File: src/rtl/clamped_quadratic_position_ramp_core_defines.svh
// Assertion macros for the clamped quadratic position ramp.
// Each macro expects clk_i and rst_ni in the scope where it is used.
`ifndef CLAMPED_QUADRATIC_POSITION_RAMP_CORE_DEFINES_SVH
`define CLAMPED_QUADRATIC_POSITION_RAMP_CORE_DEFINES_SVH

// A condition that holds at every clock edge outside reset.
`define CQPR_ASSERT_ALWAYS(lbl, cond, msg) \
  lbl: assert property (@(posedge clk_i) disable iff (!rst_ni) (cond)) else $error(msg);

// A condition that, when true, implies another one at the next clock edge.
`define CQPR_ASSERT_NEXT(lbl, ante, cons, msg) \
  lbl: assert property (@(posedge clk_i) disable iff (!rst_ni) (ante) |=> (cons)) \
    else $error(msg);

`endif

File: src/rtl/cqpr_pkg.sv
// Package of the clamped quadratic position ramp: widths, codes and types.
// Used by cqpr_arith and clamped_quadratic_position_ramp_core; depends on nothing.
package cqpr_pkg;

  localparam int unsigned POS_W     = 32;
  localparam int unsigned PH_FRAC   = 24;
  localparam int unsigned PH_W      = PH_FRAC + 2;
  localparam int unsigned DEN_W     = POS_W + 10;
  localparam int unsigned ACC_W     = POS_W + PH_FRAC + 2;
  localparam int unsigned CNT_W     = 5;
  localparam int unsigned CFG_IDX_W = 1;

  localparam logic [9:0] RANGE_SCALE = 10'd1000;

  localparam logic [PH_W-1:0]    PH_ONE   = PH_W'(1) << PH_FRAC;
  localparam logic [PH_FRAC-1:0] STEP_MAX = '1;

  localparam logic [1:0] CMD_LIFT  = 2'd0;
  localparam logic [1:0] CMD_LOWER = 2'd1;
  localparam logic [1:0] CMD_MOVE  = 2'd2;
  localparam logic [1:0] CMD_TICK  = 2'd3;

  localparam logic [1:0] ST_OK   = 2'd0;
  localparam logic [1:0] ST_MAX  = 2'd1;
  localparam logic [1:0] ST_MIN  = 2'd2;
  localparam logic [1:0] ST_BUSY = 2'd3;

  localparam logic [CFG_IDX_W-1:0] CFG_MIN_HEIGHT = 1'b0;
  localparam logic [CFG_IDX_W-1:0] CFG_MAX_HEIGHT = 1'b1;

  typedef struct packed {
    logic [1:0]              command;
    logic signed [POS_W-1:0] amount;
  } in_item_t;

  typedef struct packed {
    logic [1:0]              status;
    logic signed [POS_W-1:0] position;
    logic                    position_valid;
    logic                    move_done;
  } out_item_t;

  typedef enum logic {
    ARITH_MUL,
    ARITH_DIV
  } arith_op_e;

  typedef struct packed {
    logic               start;
    arith_op_e          op;
    logic [ACC_W-1:0]   seed;
    logic [PH_FRAC-1:0] mult;
    logic [ACC_W-1:0]   opnd;
  } arith_req_t;

  typedef struct packed {
    logic               done;
    logic [ACC_W-1:0]   acc;
    logic [PH_FRAC-1:0] quot;
  } arith_rsp_t;

  typedef enum logic [3:0] {
    S_IDLE,
    S_DECODE,
    S_MOVE_PREP,
    S_RANGE_MUL,
    S_DIV_CHECK,
    S_DIV,
    S_SQUARE,
    S_SCALE,
    S_RESP
  } state_e;

endpackage

File: src/rtl/cqpr_arith.sv
// Shared iterative arithmetic unit: shift-add multiply and restoring divide.
// One add/subtract per cycle over PH_FRAC steps. Depends on cqpr_pkg.
module cqpr_arith (
  input  logic                clk_i,
  input  logic                rst_ni,
  input  cqpr_pkg::arith_req_t req_i,
  output cqpr_pkg::arith_rsp_t rsp_o
);
  import cqpr_pkg::*;

  logic               busy_q, busy_d;
  logic               done_q, done_d;
  arith_op_e          op_q, op_d;
  logic [CNT_W-1:0]   cnt_q, cnt_d;
  logic [ACC_W-1:0]   acc_q, acc_d;
  logic [PH_FRAC-1:0] mpl_q, mpl_d;
  logic [ACC_W-1:0]   mcd_q, mcd_d;

  logic [ACC_W-1:0] lhs;
  logic [ACC_W-1:0] addend;
  logic [ACC_W-1:0] sum;
  logic             take;

  // Multiply adds the shifted multiplicand; divide subtracts the divisor.
  always_comb begin
    lhs    = (op_q == ARITH_DIV) ? {acc_q[ACC_W-2:0], 1'b0} : acc_q;
    addend = (op_q == ARITH_DIV) ? ~mcd_q : (mpl_q[0] ? mcd_q : '0);
    sum    = lhs + addend + ACC_W'(op_q == ARITH_DIV);
    take   = ~sum[ACC_W-1];
  end

  always_comb begin
    busy_d = busy_q;
    done_d = 1'b0;
    op_d   = op_q;
    cnt_d  = cnt_q;
    acc_d  = acc_q;
    mpl_d  = mpl_q;
    mcd_d  = mcd_q;
    if (req_i.start) begin
      busy_d = 1'b1;
      op_d   = req_i.op;
      cnt_d  = CNT_W'(PH_FRAC - 1);
      acc_d  = req_i.seed;
      mpl_d  = req_i.mult;
      mcd_d  = req_i.opnd;
    end else if (busy_q) begin
      cnt_d = cnt_q - 1'b1;
      if (cnt_q == '0) begin
        busy_d = 1'b0;
        done_d = 1'b1;
      end
      if (op_q == ARITH_DIV) begin
        acc_d = take ? sum : lhs;
        mpl_d = {mpl_q[PH_FRAC-2:0], take};
      end else begin
        acc_d = sum;
        mpl_d = mpl_q >> 1;
        mcd_d = mcd_q << 1;
      end
    end
  end

  always_ff @(posedge clk_i or negedge rst_ni) begin
    if (!rst_ni) begin
      busy_q <= 1'b0;
      done_q <= 1'b0;
      op_q   <= ARITH_MUL;
      cnt_q  <= '0;
    end else begin
      busy_q <= busy_d;
      done_q <= done_d;
      op_q   <= op_d;
      cnt_q  <= cnt_d;
    end
  end

  always_ff @(posedge clk_i) begin
    acc_q <= acc_d;
    mpl_q <= mpl_d;
    mcd_q <= mcd_d;
  end

  assign rsp_o.done = done_q;
  assign rsp_o.acc  = acc_q;
  assign rsp_o.quot = mpl_q;

endmodule

File: src/rtl/clamped_quadratic_position_ramp_core.sv
// Top level of the clamped quadratic position ramp: sequencer, state and ports.
// Depends on cqpr_pkg, cqpr_arith and clamped_quadratic_position_ramp_core_defines.svh.
//
// An item on the input channel is a command (lift, lower, move to, or tick)
// with an amount. Each item gives exactly one item on the output channel.
// The input is ready only while the sequencer is idle, so one item is worked
// on at a time; the finished item sits in an output register, and the next
// input item is taken while it waits for the receiver.
// A tick while idle, the final tick of a move and a refused command go from decode
// straight to the result state. A move with zero distance or an empty or inverted
// range goes through move preparation only. Any other move runs a 24-step multiply
// for the divisor and, unless the step saturates, the 24-step divide that follows.
// A tick during a move runs two 24-step multiplies. The input is ready again once
// the result is loaded, so the next item is accepted in the cycle after the load at
// the earliest. These multiplies and the divide share the add/subtract unit in
// cqpr_arith. Height limits are written on the plain write port; the user must
// write them only while the block is idle, which the block does not enforce.
// Reset clears the position, ramp state and limits (min 0, max 65536) at once.
// A stalled receiver holds the output item; the next item then waits in its
// final state until the output register is free.
`include "clamped_quadratic_position_ramp_core_defines.svh"

module clamped_quadratic_position_ramp_core (
  input  logic                                clk_i,
  input  logic                                rst_ni,
  input  logic                                in_valid_i,
  output logic                                in_ready_o,
  input  cqpr_pkg::in_item_t                  in_item_i,
  output logic                                out_valid_o,
  input  logic                                out_ready_i,
  output cqpr_pkg::out_item_t                 out_item_o,
  input  logic                                cfg_we_i,
  input  logic [cqpr_pkg::CFG_IDX_W-1:0]      cfg_idx_i,
  input  logic signed [cqpr_pkg::POS_W-1:0]   cfg_data_i
);
  import cqpr_pkg::*;

  state_e state_q, state_d;

  logic signed [POS_W-1:0] min_q, max_q;
  logic signed [POS_W-1:0] cur_q, cur_d;
  logic signed [POS_W-1:0] start_q, start_d;
  logic signed [POS_W-1:0] goal_q, goal_d;
  logic [PH_W-1:0]         phase_q, phase_d;
  logic [PH_FRAC-1:0]      step_q, step_d;
  logic                    moving_q, moving_d;

  logic [1:0]              cmd_q;
  logic signed [POS_W-1:0] amount_q;
  logic [POS_W-1:0]        mag_q, mag_d;
  logic [DEN_W-1:0]        den_q, den_d;
  logic [1:0]              rstatus_q, rstatus_d;
  logic signed [POS_W-1:0] rpos_q, rpos_d;
  logic                    rvalid_q, rvalid_d;
  logic                    rdone_q, rdone_d;

  logic      out_valid_q;
  out_item_t out_item_q;

  logic signed [POS_W:0] target;
  logic signed [POS_W:0] dist_raw;
  logic signed [POS_W:0] dist_abs;
  logic signed [POS_W:0] span;
  logic signed [POS_W:0] delta;
  logic signed [ACC_W-1:0] offset;
  logic                  at_end;
  logic                  out_free;
  logic                  accept;

  arith_req_t arith_req;
  arith_rsp_t arith_rsp;

  cqpr_arith u_arith (
    .clk_i  (clk_i),
    .rst_ni (rst_ni),
    .req_i  (arith_req),
    .rsp_o  (arith_rsp)
  );

  assign in_ready_o  = (state_q == S_IDLE);
  assign accept      = in_valid_i && in_ready_o;
  assign out_free    = !out_valid_q || out_ready_i;
  assign at_end      = (phase_q[PH_W-1:PH_FRAC] != '0);
  assign out_valid_o = out_valid_q;
  assign out_item_o  = out_item_q;

  always_comb begin
    unique case (cmd_q)
      CMD_LIFT:  target = (POS_W+1)'(cur_q) + (POS_W+1)'(amount_q);
      CMD_LOWER: target = (POS_W+1)'(cur_q) - (POS_W+1)'(amount_q);
      default:   target = (POS_W+1)'(amount_q);
    endcase
    dist_raw = (POS_W+1)'(start_q) - (POS_W+1)'(goal_q);
    dist_abs = dist_raw[POS_W] ? -dist_raw : dist_raw;
    span     = (POS_W+1)'(max_q) - (POS_W+1)'(min_q);
    delta    = (POS_W+1)'(goal_q) - (POS_W+1)'(start_q);
    offset   = $signed(arith_rsp.acc) >>> PH_FRAC;
  end

  always_comb begin
    state_d = state_q;
    unique case (state_q)
      S_IDLE: begin
        if (accept) state_d = S_DECODE;
      end
      S_DECODE: begin
        if (cmd_q == CMD_TICK) begin
          state_d = (moving_q && !at_end) ? S_SQUARE : S_RESP;
        end else begin
          state_d = moving_q ? S_RESP : S_MOVE_PREP;
        end
      end
      S_MOVE_PREP: begin
        if (dist_abs == '0 || span[POS_W] || span == '0) state_d = S_RESP;
        else state_d = S_RANGE_MUL;
      end
      S_RANGE_MUL: begin
        if (arith_rsp.done) state_d = S_DIV_CHECK;
      end
      S_DIV_CHECK: begin
        state_d = (DEN_W'(mag_q) >= den_q) ? S_RESP : S_DIV;
      end
      S_DIV: begin
        if (arith_rsp.done) state_d = S_RESP;
      end
      S_SQUARE: begin
        if (arith_rsp.done) state_d = S_SCALE;
      end
      S_SCALE: begin
        if (arith_rsp.done) state_d = S_RESP;
      end
      S_RESP: begin
        if (out_free) state_d = S_IDLE;
      end
      default: state_d = S_IDLE;
    endcase
  end

  always_comb begin
    cur_d     = cur_q;
    start_d   = start_q;
    goal_d    = goal_q;
    phase_d   = phase_q;
    step_d    = step_q;
    moving_d  = moving_q;
    mag_d     = mag_q;
    den_d     = den_q;
    rstatus_d = rstatus_q;
    rpos_d    = rpos_q;
    rvalid_d  = rvalid_q;
    rdone_d   = rdone_q;
    arith_req = '0;
    unique case (state_q)
      S_DECODE: begin
        rstatus_d = ST_OK;
        rpos_d    = cur_q;
        rvalid_d  = 1'b0;
        rdone_d   = 1'b0;
        if (cmd_q == CMD_TICK) begin
          if (moving_q && at_end) begin
            rpos_d   = goal_q;
            rvalid_d = 1'b1;
            rdone_d  = 1'b1;
            cur_d    = goal_q;
            moving_d = 1'b0;
          end else if (moving_q) begin
            arith_req.start = 1'b1;
            arith_req.op    = ARITH_MUL;
            arith_req.mult  = phase_q[PH_FRAC-1:0];
            arith_req.opnd  = ACC_W'(phase_q[PH_FRAC-1:0]);
          end
        end else if (moving_q) begin
          rstatus_d = ST_BUSY;
        end else begin
          start_d  = cur_q;
          moving_d = 1'b1;
          if (target >= (POS_W+1)'(max_q)) begin
            goal_d    = max_q;
            rstatus_d = ST_MAX;
          end else if (target <= (POS_W+1)'(min_q)) begin
            goal_d    = min_q;
            rstatus_d = ST_MIN;
          end else begin
            goal_d = target[POS_W-1:0];
          end
        end
      end
      S_MOVE_PREP: begin
        mag_d = dist_abs[POS_W-1:0];
        if (dist_abs == '0) begin
          step_d  = '0;
          phase_d = PH_ONE;
        end else if (span[POS_W] || span == '0) begin
          step_d  = STEP_MAX;
          phase_d = '0;
        end else begin
          arith_req.start = 1'b1;
          arith_req.op    = ARITH_MUL;
          arith_req.mult  = PH_FRAC'(RANGE_SCALE);
          arith_req.opnd  = ACC_W'(span);
        end
      end
      S_RANGE_MUL: begin
        if (arith_rsp.done) den_d = arith_rsp.acc[DEN_W-1:0];
      end
      S_DIV_CHECK: begin
        if (DEN_W'(mag_q) >= den_q) begin
          step_d  = STEP_MAX;
          phase_d = '0;
        end else begin
          arith_req.start = 1'b1;
          arith_req.op    = ARITH_DIV;
          arith_req.seed  = ACC_W'(mag_q);
          arith_req.opnd  = ACC_W'(den_q);
        end
      end
      S_DIV: begin
        if (arith_rsp.done) begin
          step_d  = (arith_rsp.quot == '0) ? PH_FRAC'(1) : arith_rsp.quot;
          phase_d = '0;
        end
      end
      S_SQUARE: begin
        if (arith_rsp.done) begin
          arith_req.start = 1'b1;
          arith_req.op    = ARITH_MUL;
          arith_req.mult  = arith_rsp.acc[2*PH_FRAC-1:PH_FRAC];
          arith_req.opnd  = ACC_W'(delta);
        end
      end
      S_SCALE: begin
        if (arith_rsp.done) begin
          cur_d    = start_q + offset[POS_W-1:0];
          rpos_d   = start_q + offset[POS_W-1:0];
          rvalid_d = 1'b1;
          phase_d  = phase_q + PH_W'(step_q);
        end
      end
      default: begin
      end
    endcase
  end

  always_ff @(posedge clk_i or negedge rst_ni) begin
    if (!rst_ni) begin
      state_q     <= S_IDLE;
      min_q       <= '0;
      max_q       <= POS_W'(65536);
      cur_q       <= '0;
      start_q     <= '0;
      goal_q      <= '0;
      phase_q     <= '0;
      step_q      <= '0;
      moving_q    <= 1'b0;
      out_valid_q <= 1'b0;
    end else begin
      state_q  <= state_d;
      cur_q    <= cur_d;
      start_q  <= start_d;
      goal_q   <= goal_d;
      phase_q  <= phase_d;
      step_q   <= step_d;
      moving_q <= moving_d;
      if (cfg_we_i) begin
        if (cfg_idx_i == CFG_MIN_HEIGHT) min_q <= cfg_data_i;
        else max_q <= cfg_data_i;
      end
      if (state_q == S_RESP && out_free) out_valid_q <= 1'b1;
      else if (out_ready_i) out_valid_q <= 1'b0;
    end
  end

  always_ff @(posedge clk_i) begin
    if (accept) begin
      cmd_q    <= in_item_i.command;
      amount_q <= in_item_i.amount;
    end
    mag_q     <= mag_d;
    den_q     <= den_d;
    rstatus_q <= rstatus_d;
    rpos_q    <= rpos_d;
    rvalid_q  <= rvalid_d;
    rdone_q   <= rdone_d;
    if (state_q == S_RESP && out_free) begin
      out_item_q.status         <= rstatus_q;
      out_item_q.position       <= rpos_q;
      out_item_q.position_valid <= rvalid_q;
      out_item_q.move_done      <= rdone_q;
    end
  end

  `CQPR_ASSERT_NEXT(a_accept_decodes, accept, state_q == S_DECODE, "Accepted item not decoded")
  `CQPR_ASSERT_ALWAYS(a_phase_bound, !phase_q[PH_W-1], "Phase overran its range")
  `CQPR_ASSERT_NEXT(a_step_nonzero, state_q == S_DIV && arith_rsp.done, step_q != '0,
                    "Phase step left at zero after divide")
  `CQPR_ASSERT_NEXT(a_resp_loads, state_q == S_RESP && out_free,
                    out_valid_q && state_q == S_IDLE, "Result not loaded into output register")
  `CQPR_ASSERT_ALWAYS(a_ramp_moving, !(state_q == S_SQUARE || state_q == S_SCALE) || moving_q,
                      "Ramp arithmetic running while idle")

endmodule

File: config.mk
export PLATFORM = sky130hd
export DESIGN_NAME = clamped_quadratic_position_ramp_core
export DESIGN_NICKNAME = d
export VERILOG_FILES = /design/src/rtl/cqpr_pkg.sv /design/src/rtl/cqpr_arith.sv /design/src/rtl/clamped_quadratic_position_ramp_core.sv
export VERILOG_INCLUDE_DIRS = /design/src /design/src/rtl
export SDC_FILE = /design/constraint.sdc
export NUM_CORES = 2
export LEC_CHECK = 0
export CAP_MARGIN = 20
export CELL_PAD_IN_SITES_DETAIL_PLACEMENT = 0
export CELL_PAD_IN_SITES_GLOBAL_PLACEMENT = 1
export CORE_ASPECT_RATIO = 1.2
export CORE_UTILIZATION = 51
export DETAILED_ROUTE_END_ITERATION = 12
export DONT_BUFFER_PORTS = 1
export PLACE_DENSITY = 0.81
export SETUP_SLACK_MARGIN = 0.4
export SYNTH_ARGS = -nofsm -noshare
export SYNTH_HDL_FRONTEND = slang
export SYNTH_SLANG_ARGS = --single-unit
File: constraint.sdc
create_clock -name clk_i -period 9.11 [get_ports clk_i]
set_clock_uncertainty 0.15 [all_clocks]
set_input_delay 0.4555 -clock clk_i [delete_from_list [all_inputs] [get_ports clk_i]]
set_output_delay 0.4555 -clock clk_i [all_outputs]
set_load 0.03 [all_outputs]
==> insert_results.sql <==
INSERT INTO impl_metrics (metric_group, metric, value, unit) VALUES
('critical_path', 'critical_path.startpoint_type', 'register', ''),
('global_route', 'overflow', '0', ''),
('drt', 'routed_via_density', '6.22', ''),
('place', 'detailed_place_hpwl', '105000', 'um'),
('die', 'design.portCount', '110', ''),
('pwr', 'p_leak', '19.4', 'nW'),
('yosys', 'post_synth_num_cell_types', '100', ''),
('critical_path', 'reg2reg_depth', '29', ''),
('timing', 'hold_viol_final', '0', ''),
('drt', 'postRouteAntennaNets', '0', ''),
('timing', 'max_freq', '0.124', 'GHz'),
('place', 'gp_congestion', '0.989', ''),
('die', 'placement_rows', '113', ''),
('die', 'start_util', '51.6', '%'),
('clock_network', 'clock_transition_time_at_the_flip_flop_clock_pins_of_the_worst_setup_and_hold_paths', '0.07', 'ns'),
('die', 'dieWidth', '261', 'um'),
('pwr', 'power.ir.vdd_worst', '0.000282', 'V'),
('drt', 'firstDrtPassIters', '5', ''),
('drt', 'first_iter_violations', '2797', ''),
('drt', 'wire_per_inst', '24.8', 'um'),
('clock_network', 'cts_made_buffers', '61', ''),
('die', 'die_h', '313', 'um'),
('global_route', 'globalRouteTotalUtil', '33.2', '%'),
('timing', 'grt_setup_unrepaired', 'false', ''),
('critical_path', 'worst-path-buf-inv', '2', ''),
('layout', 'drive_above_1_share', '9.75', '%'),
('critical_path', 'timing.critical_path.depth', '29', ''),
('die', 'die_outline_area', '81600', 'um2'),
('critical_path', 'worst-endpoint-required', '9.45', 'ns'),
('critical_path', 'worstSetupPathType', 'reg -> reg', ''),
('yosys', 'synth_seq_cells', '543', ''),
('global_route', 'grt_pass1_vias', '32900', ''),
('yosys', 'avgSynthCellArea', '9.26', 'um2'),
('drt', 'drcViolationCount', '0', ''),
('run', 'max-cap-violations', '0', ''),
('timing', 'final_min_period_over_clock_period', '88.2', '%'),
('global_route', 'maximum_number_of_pins_on_one_net_before_global_route_repair', '225', ''),
('outcome', 'run_status', 'complete, no violations', ''),
('drt', 'wirelength', '136000', 'um'),
('timing', 'timing.slew.headroom', '17.2', '%'),
('timing', 'tightest_slew', '1.23', 'ns'),
('place', 'buffer_ports.inserted', '0', ''),
('yosys', 'asyncSetResetFlopFracSynth', '41.3', '%'),
('timing', 'setup-violations-final', '0', ''),
('critical_path', 'cell_with_the_most_instances_on_the_worst_path', 'o21ai_0', ''),
('yosys', 'synth_edf_count', '319', ''),
('layout', 'area.growth.synth_to_final', '9.51', '%'),
('yosys', 'ys_warn_count', '0', ''),
('clock_network', 'cts_setup_buffers', '0', ''),
('die', 'floorplan.core_area', '79500', 'um2'),
('critical_path', 'critPathArrivalTime', '8.38', 'ns'),
('critical_path', 'end_kind', 'register', ''),
('clock_network', 'clockRootBuffer', 'clkbuf_16', ''),
('global_route', 'first_pass_grt_wire_length', '204000', 'um'),
('min_path', 'hold_path_class', 'in -> async', ''),
('layout', 'utilization', '56.5', '%'),
('layout', 'nNetsFinal', '4832', ''),
('critical_path', 'cp_max_fo', '33', ''),
('clock_network', 'clkLatencyLatePin', '0.65', 'ns'),
('clock_network', 'clkSinkCount', '543', ''),
('pwr', 'power_density', '438', 'nW/um2'),
('timing', 'setup-tns-final', '0', 'ns'),
('clock_network', 'tritoncts', 'built', ''),
('timing', 'final.hold.worst_slack', '0.227', 'ns'),
('clock_network', 'cts-htree-levels', '2', ''),
('yosys', 'dominantRegCellSynth', 'edfxtp_1', ''),
('yosys', 'synth_cells', '4431', ''),
('place', 'placed_area', '42100', 'um2'),
('yosys', 'synth_sequential_area_ratio', '37.0', '%'),
('timing', 'number_of_max_slew_violations_in_the_final_report', '0', ''),
('clock_network', 'cts.path.max_buffers', '3', ''),
('drt', 'dr_total_vias', '34200', ''),
('global_route', 'grt_antenna_before_repair', '2', ''),
('layout', 'design_area', '44900', 'um2'),
('yosys', 'synthesis.area', '41000', 'um2'),
('timing', 'min_period', '8.04', 'ns'),
('yosys', 'post_synth_net_total', '4852', ''),
('critical_path', 'worst_path_max_delay_cell', 'a31o_2', ''),
('critical_path', 'max_stage_delay', '0.80', 'ns'),
('layout', 'fillCellCount', '7206', ''),
('critical_path', 'timing.critical_path.max_delay_family', 'simple AND/OR/NAND/NOR gates', '');
## report_power, final
group	internal (W)	leakage, nW	switching, W
logic	0.00485	12.4	0.00732
registers	0.00385	5.99	0.00104
clock network	0.00152	1.00	0.00110
total	0.0102	19.4	0.00946
## stage by stage
| stage | setup WS (ns) | power [W] | cells |
|---|---|---|---|
| 6_report | 1.07 | 0.0197 | 5497 |
| 5_1_grt | 0.551 | 0.0210 | 5497 |
| 3_3_place_gp | 1.18 | 0.0167 | 5311 |
| 4_1_cts | 1.08 | 0.0195 | 5495 |
| 2_1_floorplan | 1.16 | 0.0134 | 4431 |
| 3_5_place_dp | 1.10 | 0.0168 | 5312 |
## cells by family (layout without fill, tap and decap cells)
kind of cell	after synthesis	in the layout	synth area share [%]
simple gates	1222	1222	14.1
mux	272	272	7.40
buf+inv	477	507	4.47
xor+xnor	248	248	5.35
flops	543	543	37.0
fa+ha+maj	349	349	10.8
compound gates	1320	1320	20.9
other cells	0	1	0
## area by class of cell
cell class	count	area, um2	share of cell area (%)
Antenna cell	1	2.50	0.00557
Clock buffer	73	1640	3.65
Clock inverter	40	462	1.03
Inverter	266	998	2.22
Multi-Input combinational cell	3411	24100	53.7
Sequential cell	543	15200	33.8
Tap cell	1035	1290	2.88
Timing Repair Buffer	128	1210	2.69
## final timing paths
| path | start | to | slack, ns |
|---|---|---|---|
| setup / recovery | amount_q[0] | goal_q[0] | 1.07 |
| hold / removal | rst_ni | u_arith.cnt_q[0] | 0.23 |
| setup reg to reg | amount_q[0] | goal_q[0] | 1.07 |
| hold reg to reg | rpos_q[5] | out_item_o[7] | 0.26 |
| max in group asynchronous | rst_ni | max_q[6] | 7.35 |
| min in group clk_i | cfg_idx_i | min_q[6] | 0.25 |
## state kept, by name (all words and copies together), names as in the netlist, 36 cells and up
signal	cells
den_q	42
u_arith.mcd_q	58
u_arith.acc_q	57
out_item_o	36
## synthesized netlist by cell type (all sizes together), types with 13 or more instances
cell | count | area [um2]
o21a | 36 | 270
a22oi | 26 | 195
clkbuf | 163 | 612
a21oi | 309 | 1550
and3 | 37 | 231
xor2 | 97 | 850
a221oi | 13 | 114
a21o | 185 | 1390
nand2b | 43 | 269
o21bai | 24 | 180
mux2 | 197 | 2270
a22o | 14 | 123
a211oi | 34 | 280
nor2b | 52 | 325
and2 | 22 | 138
nand3 | 86 | 430
or3 | 24 | 155
ha | 341 | 4270
o211ai | 21 | 158
nor3 | 66 | 330
nor4 | 39 | 259
a221o | 30 | 300
dfrtp | 223 | 5580
nor2 | 298 | 1120
xnor2 | 150 | 1320
mux2i | 74 | 741
a31oi | 63 | 394
inv | 266 | 998
buf | 48 | 225
nand2 | 442 | 1660
or2 | 17 | 106
o31a | 19 | 166
edfxtp | 319 | 9580
o21ai | 366 | 1840
o31ai | 36 | 275
nand4 | 50 | 313
a222oi | 18 | 180
## layer usage
| metal | global-route usage (%) | wire (um) | vias to the layer above |
|---|---|---|---|
| li1 | - | - | 16200 |
| met1 | 42.1 | 56100 | 16600 |
| met2 | 55.4 | 64800 | 1037 |
| met3 | 4.03 | 7380 | 262 |
| met4 | 17.0 | 7880 | 0 |
| met5 | 0 | 0 | - |
## worst reg2reg max path, delay by kind of cell, from the launching register on
kind                     cells  cell delay (ns)
AO/OA/AOI/OAI               10             2.23
XOR/XNOR                     2             0.32
AND/OR/NAND/NOR             11             3.17
multiplexers                 1             0.16
adder cells (fa/ha/maj)      3             0.88
buffers and inverters        2             0.53
flip-flops                   1             0.43
## layout by cell type, fill, tap and decap left out, drive strengths merged, types with 18 or more instances in the layout
| master | instances |
|---|---|
| nand2 | 442 |
| o21ai | 366 |
| ha | 341 |
| edfxtp | 319 |
| a21oi | 309 |
| nor2 | 298 |
| inv | 269 |
| dfrtp | 223 |
| mux2 | 197 |
| a21o | 185 |
| xnor2 | 150 |
| xor2 | 97 |
| nand3 | 86 |
| mux2i | 74 |
| clkbuf | 73 |
| dlygate4sd3 | 69 |
| nor3 | 66 |
| a31oi | 63 |
| buf | 59 |
| nor2b | 52 |
| nand4 | 50 |
| nand2b | 43 |
| nor4 | 39 |
| and3 | 37 |
| o21a | 36 |
| o31ai | 36 |
| a211oi | 34 |
| a221o | 30 |
| a22oi | 26 |
| o21bai | 24 |
| or3 | 24 |
| and2 | 22 |
| o211ai | 21 |
| o31a | 19 |
| a222oi | 18 |
## what timing repair did
item | in CTS | in global routing
resized for setup | 0 | 0
hold buffers | 70 | 0
endpoints found under the hold margin | 325 | 0
endpoints found under the setup margin | 0 | 0
Power figures use the tool's default switching activity.
